$ cat src/rtl/lrks_pkg.sv
// Package for the keyed record store: sizes, status codes, controller states
// and the command/status structs between controller and datapath.
`timescale 1ns / 1ps
package lrks_pkg;

  localparam int SLOTS        = 256;
  localparam int SIDE_DEPTH   = 16;
  localparam int KEY_BITS     = 64;
  localparam int PAYLOAD_BITS = 64;
  localparam int ALBUM_BITS   = 31;
  localparam int STAMP_BITS   = 32;
  localparam int SLOT_AW      = $clog2(SLOTS);
  localparam int SIDE_AW      = (SIDE_DEPTH > 1) ? $clog2(SIDE_DEPTH) : 1;
  localparam int SLOT_CW      = $clog2(SLOTS + 1);
  localparam int SIDE_CW      = $clog2(SIDE_DEPTH + 1);

  typedef enum logic [1:0] {
    ST_OK       = 2'd0,
    ST_MISS     = 2'd1,
    ST_EMPTY    = 2'd2,
    ST_SIDEFULL = 2'd3
  } status_t;

  typedef enum logic [3:0] {
    S_IDLE,
    S_SIDE_SCAN,
    S_SIDE_RD,
    S_SIDE_MOVE,
    S_MAIN_SCAN,
    S_MAIN_WAIT,
    S_MAIN_RD,
    S_WRITE,
    S_RESP
  } state_t;

  typedef struct packed {
    logic side_start;   // clear side scan index
    logic side_step;    // advance side scan
    logic side_rd_hit;  // latch side entry at hit index
    logic side_rd_last; // read last side entry
    logic side_move;    // move last entry into hit slot, shrink
    logic side_write;   // write request into side list
    logic main_start;
    logic main_step;
    logic main_rd;      // read hit slot data
    logic main_touch;   // restamp hit slot
    logic main_write;   // write request into slot
    logic resp_load;
    status_t resp_status;
    logic resp_side;    // response from side list latch
    logic resp_main;    // response from main latch
  } lrks_cmd_t;

  typedef struct packed {
    logic side_done;
    logic side_hit;
    logic side_full;
    logic main_done;
    logic main_hit;
    logic main_rd_valid;
    logic key_zero;
    logic is_put;
    logic is_avail;
  } lrks_sts_t;

endpackage

$ cat src/rtl/lrks_ctrl.sv
// Controller state machine of the keyed record store.
// Depends on lrks_pkg; drives the datapath by lrks_cmd_t.
`timescale 1ns / 1ps
module lrks_ctrl (
  input  logic                clk,
  input  logic                rst,
  input  logic                in_fire,
  input  logic                out_fire,
  input  lrks_pkg::lrks_sts_t sts,
  output lrks_pkg::lrks_cmd_t cmd,
  output logic                busy,
  output logic                resp_valid
);
  import lrks_pkg::*;

  state_t state, state_next;

  always_ff @(posedge clk) begin
    if (rst) begin
      state <= S_IDLE;
    end else begin
      state <= state_next;
    end
  end

  always_comb begin
    state_next = state;
    case (state)
      S_IDLE:      if (in_fire) state_next = S_SIDE_SCAN;
      S_SIDE_SCAN: begin
        if (sts.key_zero) state_next = S_RESP;
        else if (sts.side_done) begin
          if (sts.is_put && !sts.is_avail) state_next = S_WRITE;
          else if (sts.side_hit) state_next = S_SIDE_RD;
          else state_next = S_MAIN_SCAN;
        end
      end
      S_SIDE_RD:   state_next = sts.is_put ? S_SIDE_MOVE : S_RESP;
      S_SIDE_MOVE: state_next = S_MAIN_SCAN;
      S_MAIN_SCAN: if (sts.main_done) state_next = S_MAIN_WAIT;
      S_MAIN_WAIT: begin
        if (sts.is_put) state_next = S_WRITE;
        else if (sts.main_hit) state_next = S_MAIN_RD;
        else state_next = S_RESP;
      end
      S_MAIN_RD:   state_next = S_RESP;
      S_WRITE:     state_next = S_RESP;
      S_RESP:      if (out_fire) state_next = S_IDLE;
      default:     state_next = S_IDLE;
    endcase
  end

  always_comb begin
    cmd = '0;
    cmd.resp_status = ST_OK;
    case (state)
      S_IDLE:      cmd.side_start = in_fire;
      S_SIDE_SCAN: begin
        cmd.side_step = !sts.side_done;
        if (sts.key_zero) begin
          cmd.resp_load   = 1'b1;
          cmd.resp_status = ST_EMPTY;
        end
      end
      S_SIDE_RD: begin
        if (sts.is_put) begin
          cmd.side_rd_last = 1'b1;
        end else begin
          cmd.side_rd_hit = 1'b1;
        end
      end
      S_SIDE_MOVE: begin
        cmd.side_move  = 1'b1;
        cmd.main_start = 1'b1;
      end
      S_MAIN_SCAN: begin
        cmd.main_step  = !sts.main_done;
      end
      S_MAIN_WAIT: begin
        if (!sts.is_put) begin
          if (sts.main_hit) begin
            cmd.main_rd = 1'b1;
          end else begin
            cmd.resp_load   = 1'b1;
            cmd.resp_status = ST_MISS;
          end
        end
      end
      S_MAIN_RD: begin
        cmd.main_touch = 1'b1;
        cmd.resp_load  = 1'b1;
        cmd.resp_main  = 1'b1;
      end
      S_WRITE: begin
        cmd.resp_load = 1'b1;
        if (sts.is_avail) begin
          cmd.main_write = 1'b1;
        end else if (!sts.side_hit && sts.side_full) begin
          cmd.resp_status = ST_SIDEFULL;
        end else begin
          cmd.side_write = 1'b1;
        end
      end
      default: ;
    endcase
    // a side hit on get answers straight from the hit entry
    if (state == S_SIDE_RD && !sts.is_put) begin
      cmd.resp_load = 1'b1;
      cmd.resp_side = 1'b1;
    end
    if (state == S_SIDE_SCAN && sts.side_done && !sts.key_zero && !sts.side_hit &&
        !(sts.is_put && !sts.is_avail)) begin
      cmd.main_start = 1'b1;
    end
  end

  assign busy       = (state != S_IDLE);
  assign resp_valid = (state == S_RESP);

`ifndef SYNTHESIS
  a_resp_hold: assert property (@(posedge clk) disable iff (rst)
    resp_valid && !out_fire |=> resp_valid)
    else $error("response dropped before taken");
  a_one_write: assert property (@(posedge clk) disable iff (rst)
    !(cmd.main_write && cmd.side_write))
    else $error("both stores written for one transaction");
  a_accept_idle: assert property (@(posedge clk) disable iff (rst)
    in_fire |-> state == S_IDLE)
    else $error("transaction accepted while busy");
`endif
endmodule

$ cat config.mk
export PLATFORM = sky130hd
export DESIGN_NAME = lrks_ctrl
export DESIGN_NICKNAME = d
export VERILOG_FILES = /design/src/rtl/lrks_pkg.sv /design/src/rtl/lrks_ctrl.sv
export SDC_FILE = /design/constraint.sdc
export NUM_CORES = 1
export LEC_CHECK = 0
export BUFFER_PORTS_ARGS = -buffer_cell sky130_fd_sc_hd__buf_2
export CAP_MARGIN = 20
export CORE_AREA = 2 2 39 41
export CTS_CLUSTER_SIZE = 12
export DETAILED_ROUTE_END_ITERATION = 10
export DIE_AREA = 0 0 41 43
export PLACE_DENSITY = 0.84
export SYNTH_ARGS = -nofsm -noshare
export SYNTH_HDL_FRONTEND = slang
export SYNTH_SLANG_ARGS = --single-unit
$ cat constraint.sdc
create_clock -name clk -period 4.3 [get_ports clk]
set_clock_uncertainty 0.2 [all_clocks]
set_input_delay 0.86 -clock clk [delete_from_list [all_inputs] [get_ports clk]]
set_output_delay 0.86 -clock clk [all_outputs]
set_load 0.005 [all_outputs]
# Word-level counts from Yosys, hierarchy flattened
# Cells that the tools add are included.
dict set report word_totals {
  regBits 4
  input_bits 13
  output_inout_bits 18
  wordCells 68
}
dict set report op_classes {
  n_eq_ne 12
  n_mux 37
  reduce_logical 18
}
# cell count
set op_table {}
lappend op_table {{4-bit 2-to-1 mux} 8}
lappend op_table {{4-bit case mux with 8 select lines} 1}
lappend op_table {{1-bit 2-to-1 mux} 18}
lappend op_table {{4-bit by 3-bit == test with 1-bit output, second input constant} 4}
lappend op_table {{3-bit 2-to-1 mux} 5}
lappend op_table {{4-bit by 2-bit == test with 1-bit output, second input constant} 2}
lappend op_table {{1-bit logical AND} 7}
lappend op_table {{1-bit logical NOT} 7}
lappend op_table {{2-bit 2-to-1 mux} 3}
lappend op_table {{2-bit inequality test, second input constant} 3}
lappend op_table {{2-bit case mux with 3 select lines} 1}
lappend op_table {{4-bit by 1-bit == test with 1-bit output, second input constant} 1}
lappend op_table {{4-bit == test, second input constant} 1}
lappend op_table {{4-bit logical NOT} 1}
lappend op_table {{4-bit AND reduction} 1}
lappend op_table {{4-bit nonzero test} 1}
lappend op_table {{3-bit inequality test, second input constant} 1}
lappend op_table {{1-bit case mux with 3 select lines} 1}
lappend op_table {{2-bit OR reduction} 1}

# Depth between registers and ports, before layout
# Gate-level depths: netlist of the first run.
dict set report logic_depth {
  depth_word 6
  depth_mapped 5
  depth_no_buf 4
}

# Least setup slack after synthesis of the first run
# Ideal clock, no wire load.
dict set report synth_timing {
  path_kind {input -> output}
  from {input sts[1] in the netlist's numbering}
  to {output cmd[4] in the netlist's numbering}
  arrival_ns 1.466
  required_time_ns 3.240
  slack_ns 1.774
  stages 4
  path_buffers 0
  cell_sequence {nor2_1 > a21oi_1 > o221a_2 > nor2_1}
}
# item line_no
set synth_lines {}
lappend synth_lines {{from (decl)} lrks_ctrl.sv:9} ;# input lrks_pkg::lrks_sts_t sts,
lappend synth_lines {{to (decl)} lrks_ctrl.sv:10} ;# output lrks_pkg::lrks_cmd_t cmd,

==> results.ini, run 1 <==
[logic_synthesis]
syn-cell-area_sq_um = 536
synth_simple_gate_area_share_pct = 47.7
synth_mux_area_share_pct = 1.87
netlist_instances = 72
synth_top_family_by_area = simple AND/OR/NAND/NOR gates
synth.net_count = 85
ys_seq_area_share_pct = 15.0
ys_warn_count = 0
async_flop_share_pct = 0
synth_edf_count = 0
synthDistinctLibCells = 32
ys_seq_elements = 4
synth_xor_area_share_pct = 0
synthAdderAreaFrac_pct = 0
synth_compound_area_share_pct = 24.5
synth_ff_type = dfxtp_1
avgSynthCellArea_sq_um = 7.44

[floorplanning]
coreArea_sq_mm = 0.00138
die_area_sq_mm = 0.00176
rows = 14
pin_count = 31
start_util_pct = 38.7
dieWidth_um = 41
chipHeight_um = 43

[pwr]
p_leak_nw = 0.353
clockPowerShare_pct = 28.8
pwr_density_cell_mw_per_mm2 = 241
switchingPower_uw = 59.3
seq_power_share_pct = 33.1
p_comb_share_pct = 38.1
power.internal_uw = 104
report.power.total_uw = 163
ir_drop_mv = 0.124
switching_share_pct = 36.3

[placement]
portBuffers = 29
placed_area_sq_um = 657
placed_cells = 111
place.gp.congestion = 0.926
dp.final_hpwl_um = 1050
place_ws_ps = 1440

[sta]
timing.hold.ws_ps = 520
finalCritPeriodShare_pct = 66.8
final-hold-violation-count = 0
fin_crit_ps = 2870
setup_ws_ps = 1430
relSlewSlack_pct = 62.0
setup-tns-final_ps = 0
finalMaxSlewViolations = 0
fmax_mhz = 348
rsz0062_at_grt = false
worstMarginPinSlew_ps = 570
setup_violations = 0

[global_route]
grt_pass1_vias = 528
antenna_found_initial = 0
grt_pass1_wl_um = 2120
grt_overflow = 0
grt_max_degree = 15
grtUsageTotal_pct = 17.3

[detailed_routing]
first_pass_iters = 5
drc_errors = 0
wl_per_cell_um = 12.1
routed_wl_um = 1380
dr_total_vias = 610
vias_per_cell = 5.35
drtAntennaViolNets = 0
drt_iter0_drc = 17

[critical_path]
critical_path_class = reg2out
cp_data_required_time_ps = 3240
cp-start-kind = flip-flop
cp_data_arrival_time_ps = 1810
critPathMaxFanout = 14
crit_path_end_kind = output port

[layout]
drive_above_1_share_pct = 42.9
final_util_pct = 49.1
regMostFlops = state
largest_reg_flops = 4
fin_area_sq_um = 679
area_growth_pct = 26.9
nets = 113
antennaDiodeCount = 0
final_cells = 114
largest_registers = state x4

[cts]
cts_tree = built
clockRootBuffer = clkbuf_4
cts_made_buffers = 3
cts.clk_slew.worst_paths_ps = 40
cts_resized = 0
numClockSinks = 4
htreeDepth = 1
post_cts_buffers = 0
cts_hold_buffers = 0
cts_buffer_depth = 2
clock_latency_ps = 240

[min_path]
hold_path.class = reg2reg

[job]
maxCapViolCount = 0

[status]
status = finished, final reports clean

metal layers:
metal  track usage, %  vias up  wire length, um
li1                 -      310                -
met1             22.2      263              631
met2             24.1       32              623
met3             6.28        5              101
met4             9.33        0               27
met5                0        -                0
critical path: stages, from the launching register on:
cell and delay [ps]:
dfxtp_1 650, nand2b_1 290, nor4_2 390, a41o_1 130
buf_2 100
path summary, 6_finish.rpt:
check / startpoint / endpoint / slack [ps] / cells after the start
hold reg to reg: state[3]$_SDFFE_PP0P_ / state[3]$_SDFFE_PP0P_ / 520 / 1
setup / recovery: state[1]$_SDFFE_PP0P_ / cmd[2] / 1430 / 4
hold / removal: state[3]$_SDFFE_PP0P_ / state[3]$_SDFFE_PP0P_ / 520 / 1
setup reg to reg: state[2]$_SDFFE_PP0P_ / state[2]$_SDFFE_PP0P_ / 2610 / 4
Yosys cell counts, types with 2 or more instances:
library cell / number / share of area (%)
a21oi_1: 5 / 4.7
a41o_1: 2 / 3.7
and3_1: 2 / 2.3
buf_2: 2 / 1.9
buf_4: 3 / 4.2
dfxtp_1: 4 / 15
inv_1: 4 / 2.8
nand2_1: 11 / 7.7
nand2b_1: 4 / 4.7
nor2_1: 9 / 6.3
nor2b_1: 3 / 3.5
nor3_1: 2 / 1.9
nor4_2: 2 / 4.7
cells by family after synthesis:
logic type | after synthesis
buffers and inverters | 10
flip-flops | 4
AND/OR/NAND/NOR | 41
multiplexers | 1
AO/OA/AOI/OAI | 16
layout make-up:
cell class                 instances  area (sq um)
timing repair buffer              29           145
tap                               16          20.0
multi-input combinational         58           397
inverter                           4          15.0
fill                             144           704
clock buffer                       3          22.5
sequential                         4          80.1
power groups by stage:
| stage | Clock, mW | Sequential [mW] | Combinational, mW |
|---|---|---|---|
| after global placement | 0 | 0.0540 | 0.0601 |
| after global routing | 0.0518 | 0.0556 | 0.0695 |
| after CTS | 0.0452 | 0.0538 | 0.0624 |
| after floorplan | 0 | 0.0439 | 0.0515 |
| final | 0.0470 | 0.0541 | 0.0623 |
| after detailed placement | 0 | 0.0543 | 0.0616 |
cells in the final DEF (no fill, tap or decap), types with 3 or more instances in the layout:
master	n
a21oi_1	5
nand2b_1	4
nand2_1	11
inv_1	4
nor2b_1	3
dfxtp_1	4
clkbuf_4	3
nor2_1	9
buf_2	29
No activity file was read; power rests on OpenSTA's default activity.
==> run 2, diff against run 1 <==
Settings changed: CORE_AREA 2 2 39 41 to default, CORE_MARGIN from default to 1.5, CORE_UTILIZATION from default to 38, DIE_AREA 0 0 41 43 to default.
Clock period 4.3 ns to 2.5 ns, I/O delays scaled along.
==> run 2 against run 1 <==
  * Register-to-register slack got worse by 1800 ps
  * Highest routed layer is now met3
  * Sequential cell count unchanged
  * Non-clock buffer count increased by 1
  * Via count unchanged
  * Worst hold slack got worse by 210 ps
  * Die area decreased by 6.8%
  * First-iteration DRC count decreased by 24%
  * Critical path type unchanged
  * Sequential share of layout area decreased by 0.11 points
  * Design area increased by 0.92%
==> results.ini, run 2 (synthesis results as in run 1) <==
[critical_path]
timing.rr.start = state[2]$_SDFFE_PP0P_
path_cells = nor4b_4 > and2b_4 > a41o_1 > buf_2
critical_path_class = reg2out
rr_endpoint = state[2]$_SDFFE_PP0P_
crit_path_end_kind = output port
reg2reg_slack_ps = 780  ; -1830 ps
cp_data_arrival_time_ps = 1680  ; -130 ps
reg2regPathDepth = 4  ; unchanged
slowest_delay_ps = 590  ; -60 ps
cp_slowest_cell = dfxtp_1
cp_data_required_time_ps = 1800  ; -1440 ps
crit_end = cmd[9]
critPathMaxFanout = 13  ; -1
cp-start-kind = flip-flop
critPathLaunch = state[0]$_SDFFE_PP0P_

[sta]
relSlewSlack_pct = 62.9  ; +0.88 points
finalCritPeriodShare_pct = 95.3
finalMaxSlewViolations = 0  ; unchanged
worstMarginPinSlew_ps = 556  ; -13.2 ps
fmax_mhz = 420
final-hold-violation-count = 0  ; unchanged
rsz0062_at_grt = false
setup-tns-final_ps = 0  ; unchanged
setup_violations = 0  ; unchanged
fin_crit_ps = 2380

[layout]
seq_area_sq_um = 80.1  ; unchanged
mostFrequentLayoutCells = buf_2, nand2_1, nor2_1
nets = 114  ; +0.88%
drive_above_1_share_pct = 43.4  ; +0.58 points
fin_area_sq_um = 686  ; +0.92%
antennaDiodeCount = 0  ; unchanged
fill_cells = 131  ; -9.0%
area_growth_pct = 28.0
multi_input_area_sq_um = 397  ; unchanged
mostFrequentLayoutCell = buf_2
largest_registers = state x4
regMostFlops = state
largest_reg_flops = 4  ; unchanged

[status]
status = finished, final reports clean

[floorplanning]
chipHeight_um = 40.5  ; -5.7%
pin_count = 31  ; unchanged
dieWidth_um = 40.5  ; -1.1%
start_util_pct = 41.2  ; +2.5 points
rows = 13  ; -1
coreArea_sq_mm = 0.00130  ; -6.0%
die_area_sq_mm = 0.00164  ; -6.8%

[global_route]
antenna_found_initial = 0  ; unchanged
grt_pass1_vias = 473  ; -10%
grt_pass1_wl_um = 2100  ; -0.66%
grtUsageTotal_pct = 19.5  ; +2.3 points
grt_max_degree = 15  ; unchanged
grt_overflow = 0  ; unchanged

[placement]
place.gp.congestion = 0.877  ; -5.3%
placed_area_sq_um = 663  ; +0.95%
portBuffers = 29  ; unchanged
dp.final_hpwl_um = 1030  ; -1.8%

[detailed_routing]
dr_total_vias = 610  ; unchanged
vias_per_cell = 5.35  ; unchanged
drtAntennaViolNets = 0  ; unchanged
drc_errors = 0  ; unchanged
wl_per_cell_um = 11.8  ; -2.6%
routed_wl_um = 1350  ; -2.6%
drt_iter0_drc = 13  ; -4
first_pass_iters = 5  ; unchanged

[pwr]
p_leak_nw = 0.358  ; +1.5%
report.power.total_uw = 281  ; +72%
ir_drop_mv = 0.386  ; +210%
pwr_density_cell_mw_per_mm2 = 410  ; +71%

[cts]
cts_resized = 0  ; unchanged
clockRootBuffer = clkbuf_4
cts.clk_slew.worst_paths_ps = 40  ; about the same
htreeDepth = 1  ; unchanged
cts_hold_buffers = 0  ; unchanged
cts_tree = built
cts_made_buffers = 3  ; unchanged
post_cts_buffers = 0  ; unchanged
clock_latency_ps = 240  ; about the same
cts_buffer_depth = 2  ; unchanged
numClockSinks = 4  ; unchanged

[min_path]
hold_path.class = in2reg

[job]
maxCapViolCount = 0  ; unchanged

run 2: changes by cell type in the layout (fill, tap and decap cells not counted), sizes merged:
cell  change
buf       +1
run 2: how the worst min path moves through the flow:
stage / start / endpoint / slack (ps) / cells after the start
after floorplan: state[3]$_SDFFE_PP0P_ / state[3]$_SDFFE_PP0P_ / 360 / 2
after global placement: state[1]$_SDFFE_PP0P_ / state[3]$_SDFFE_PP0P_ / 480 / 3
after detailed placement: state[1]$_SDFFE_PP0P_ / state[2]$_SDFFE_PP0P_ / 490 / 2
after CTS: rst / state[0]$_SDFFE_PP0P_ / 310 / 2
after global routing: rst / state[0]$_SDFFE_PP0P_ / 320 / 2
final: rst / state[0]$_SDFFE_PP0P_ / 310 / 2
run 2: through the flow:
step | setup WS, ps | hold WS (ps) | util, % | std cells
after floorplan | 633 | 360 | - | 72
after global placement | 370 | 480 | 51.0 | 111
after detailed placement | 364 | 493 | 51.0 | 111
after CTS | 131 | 308 | 52.7 | 114
after global routing | 23.1 | 320 | 52.7 | 114
final | 117 | 314 | 52.7 | 114
run 2: worst max-delay path, delay by kind of cell (launching register included):
family / cells / cell delay (ps)
and+or+nand+nor: 2 / 600
DFF: 1 / 590
AOI/OAI and AO/OA: 1 / 160
buffers and inverters: 1 / 100
run 2: cell type report:
type / instances / area share, %
Inverter: 4 / 2.19
Sequential cell: 4 / 11.7
Clock buffer: 3 / 3.28
Multi-Input combinational cell: 58 / 57.8
Timing Repair Buffer: 30 / 22.3
Tap cell: 15 / 2.74
run 2: power by group:
group	switching, mW	internal (mW)	total [mW]	leakage (nW)
combinational	0.0523	0.0558	0.108	0.312
clock	0.0284	0.0538	0.0823	0.0138
sequential	0.0208	0.0702	0.0910	0.0327
run 2: routing by layer:
| metal | part of all wire, % | GRT usage, % | up-vias |
|---|---|---|---|
| met5 | 0 | 0 | - |
| met4 | 0 | 2.50 | 0 |
| met3 | 7.6 | 8.33 | 0 |
| met2 | 45 | 29.0 | 25 |
| met1 | 48 | 26.6 | 274 |
| li1 | - | - | 311 |
==> run 3, diff against run 2 <==
--- a/config.mk
+++ b/config.mk
@@ -8,9 +8,11 @@
 export BUFFER_PORTS_ARGS = -buffer_cell sky130_fd_sc_hd__buf_2
 export CAP_MARGIN = 20
+export CELL_PAD_IN_SITES_DETAIL_PLACEMENT = 2
+export CELL_PAD_IN_SITES_GLOBAL_PLACEMENT = 2
 export CORE_MARGIN = 1.5
-export CORE_UTILIZATION = 38
+export CORE_UTILIZATION = 19
 export CTS_CLUSTER_SIZE = 12
 export DETAILED_ROUTE_END_ITERATION = 10
-export PLACE_DENSITY = 0.84
+export PLACE_DENSITY = 0.83
 export SYNTH_ARGS = -nofsm -noshare
 export SYNTH_HDL_FRONTEND = slang
==> constraint.sdc (replaced) <==
create_clock -name clk -period 2.5 [get_ports clk]
set_clock_uncertainty 0.2 [all_clocks]
set_input_delay 0.75 -clock clk [delete_from_list [all_inputs] [get_ports clk]]
set_output_delay 0.75 -clock clk [all_outputs]
set_load 0.005 [all_outputs]
==> run 3 against run 2 <==
  * Total power increased by 11%
  * Utilization decreased by 22 points
  * Sequential power decreased by 7.8%
  * Final cell count increased by 23%
  * Die area increased by 91%
  * Clock-buffer cell count unchanged
  * Routed wire length increased by 51%
  * Critical path depth unchanged
  * Design area increased by 21%
  * Critical endpoint is now cmd[13]
  * Largest cell class unchanged
  * Highest routed layer unchanged
==> results.ini, run 3 (synthesis results as in run 1) <==
[global_route]
antenna_found_initial = 0  ; unchanged
grtUsageTotal_pct = 12.9  ; -6.6 points
grt_max_degree = 13  ; -2
grt_pass1_wl_um = 3240  ; +54%
grt_pass1_vias = 702  ; +48%
grt_overflow = 0  ; unchanged

[layout]
nets = 124  ; +8.8%
drive_above_1_share_pct = 56.0  ; +13 points
fin_area_sq_um = 831  ; +21%
regMostFlops = state
largest_reg_flops = 4  ; unchanged
largest_registers = state x4
area_growth_pct = 55.1
mostFrequentLayoutCells = buf_2, nand2_1, buf_4
mostFrequentLayoutCell = buf_2
antennaDiodeCount = 0  ; unchanged
fill_cells = 329  ; +150%

[cts]
numClockSinks = 4  ; unchanged
htreeDepth = 1  ; unchanged
clock_latency_ps = 230  ; about the same
cts_made_buffers = 3  ; unchanged
post_cts_buffers = 0  ; unchanged
cts.clk_slew.worst_paths_ps = 40  ; about the same
clockRootBuffer = clkbuf_4
cts_tree = built
cts_buffer_depth = 2  ; unchanged

[detailed_routing]
drc_errors = 0  ; unchanged
drtAntennaViolNets = 0  ; unchanged
routed_wl_um = 2040  ; +51%
wl_per_cell_um = 14.5  ; +23%
drt_iter0_drc = 8  ; -5
first_pass_iters = 4  ; -1
vias_per_cell = 4.84  ; -9.5%
dr_total_vias = 678  ; +11%

[critical_path]
cp_slowest_cell = nor4_1
cp_data_arrival_time_ps = 1540  ; -140 ps
rr_endpoint = state[2]$_SDFFE_PP0P_
cp-start-kind = input pin
critPathMaxFanout = 8  ; -5
crit_path_end_kind = output port
crit_top_cell = buf_2
timing.rr.start = state[1]$_SDFFE_PP0P_
reg2reg_slack_ps = 1010  ; +230 ps
slowest_delay_ps = 320  ; -270 ps
path_cells = buf_2 > buf_4 > nor4_1 > buf_2
critical_path_class = in2out
cp_data_required_time_ps = 1550  ; -250 ps
reg2regPathDepth = 5  ; +1

[sta]
fmax_mhz = 401  ; -4.5%
finalCritPeriodShare_pct = 99.8  ; +4.5 points
rsz0062_at_grt = true
timing.hold.ws_ps = 508  ; +194 ps
finalMaxSlewViolations = 0  ; unchanged
final-hold-violation-count = 0  ; unchanged
worstMarginPinSlew_ps = 336  ; -221 ps
setup_violations = 0  ; unchanged
fin_crit_ps = 2490  ; +112 ps
relSlewSlack_pct = 77.4  ; +15 points

[pwr]
p_leak_nw = 0.422  ; +18%
pwr_density_cell_mw_per_mm2 = 377  ; -8.2%
report.power.total_uw = 313  ; +11%
ir_drop_mv = 0.160  ; -59%

[placement]
portBuffers = 29  ; unchanged
placed_area_sq_um = 758  ; +14%
place.gp.congestion = 0.772  ; -12%
dp.final_hpwl_um = 1700  ; +65%

[status]
status = finished, final reports clean

[floorplanning]
rows = 19  ; +6
pin_count = 31  ; unchanged
start_util_pct = 19.8  ; -21 points
dieWidth_um = 56.1  ; +38%
coreArea_sq_mm = 0.00271  ; +110%
die_area_sq_mm = 0.00315  ; +91%
chipHeight_um = 56.1  ; +38%

[min_path]
hold_path.class = reg2reg
min_from = state[3]$_SDFFE_PP0P_
holdPathStages = 2  ; unchanged
holdPathEnd = state[3]$_SDFFE_PP0P_

[job]
maxCapViolCount = 0  ; unchanged

==> run 3: cell types whose count changed in the layout (fill, tap and decap cells not counted), sizes merged <==
cell / previous run / this run
buf: 30 / 40
==> run 3: repair_timing <==
| action | in CTS | in global routing |
|---|---|---|
| pin swaps | 2 | 0 |
| resized for setup | 5 | 6 |
| hold buffers | 0 | 0 |
| endpoints found under the setup margin | 4 | 6 |
==> run 3: final cells by class <==
type,instances,area (sq um),share of cell area (%)
Multi-Input combinational cell,58,444,53.5
Timing Repair Buffer,40,228,27.4
Sequential cell,4,82.6,9.94
Tap cell,31,38.8,4.67
Clock buffer,3,22.5,2.71
Inverter,4,15.0,1.81
==> run 3: how the worst max path moves through the flow <==
stage	start	to	slack, ps	depth (start not counted)
detailed placement	sts[1]	cmd[4]	-70	6
global placement	sts[7]	cmd[2]	-60	6
global route	sts[1]	cmd[13]	-20	4
floorplan	sts[1]	cmd[4]	190	4
finish	sts[1]	cmd[13]	6	4
CTS	state[0]$_SDFFE_PP0P_	cmd[4]	3	5
==> run 3: critical path: cells and delay by family <==
family	cells	cell delay, ps
buf+inv	3	480
simple gates	1	320
==> run 3: routing by layer <==
layer | vias up | GRT usage, % | part of all wire (%) | wire [um]
met5 | - | 0 | 0 | 0
met3 | 0 | 2.09 | 3.9 | 80
li1 | 333 | - | - | -
met2 | 18 | 24.5 | 54 | 1100
met4 | 0 | 3.06 | 0 | 0
met1 | 327 | 14.8 | 42 | 857
==> run 3: per-stage QoR <==
stage | utilization [%] | std cells | worst slack, ps | setup TNS, ps
3_5_place_dp | 28.0 | 137 | -69.3 | -170
2_1_floorplan | - | 72 | 194 | 0
3_3_place_gp | 28.0 | 137 | -56.3 | -118
4_1_cts | 29.6 | 140 | 2.78 | 0
5_1_grt | 30.7 | 140 | -24.8 | -61.2
6_report | 30.7 | 140 | 5.82 | 0
==> run 3: where the power goes <==
part           switching, mW  internal (mW)  leakage (nW)
Sequential            0.0127         0.0712        0.0334
Combinational         0.0760         0.0758         0.375
Clock                 0.0237         0.0535        0.0138
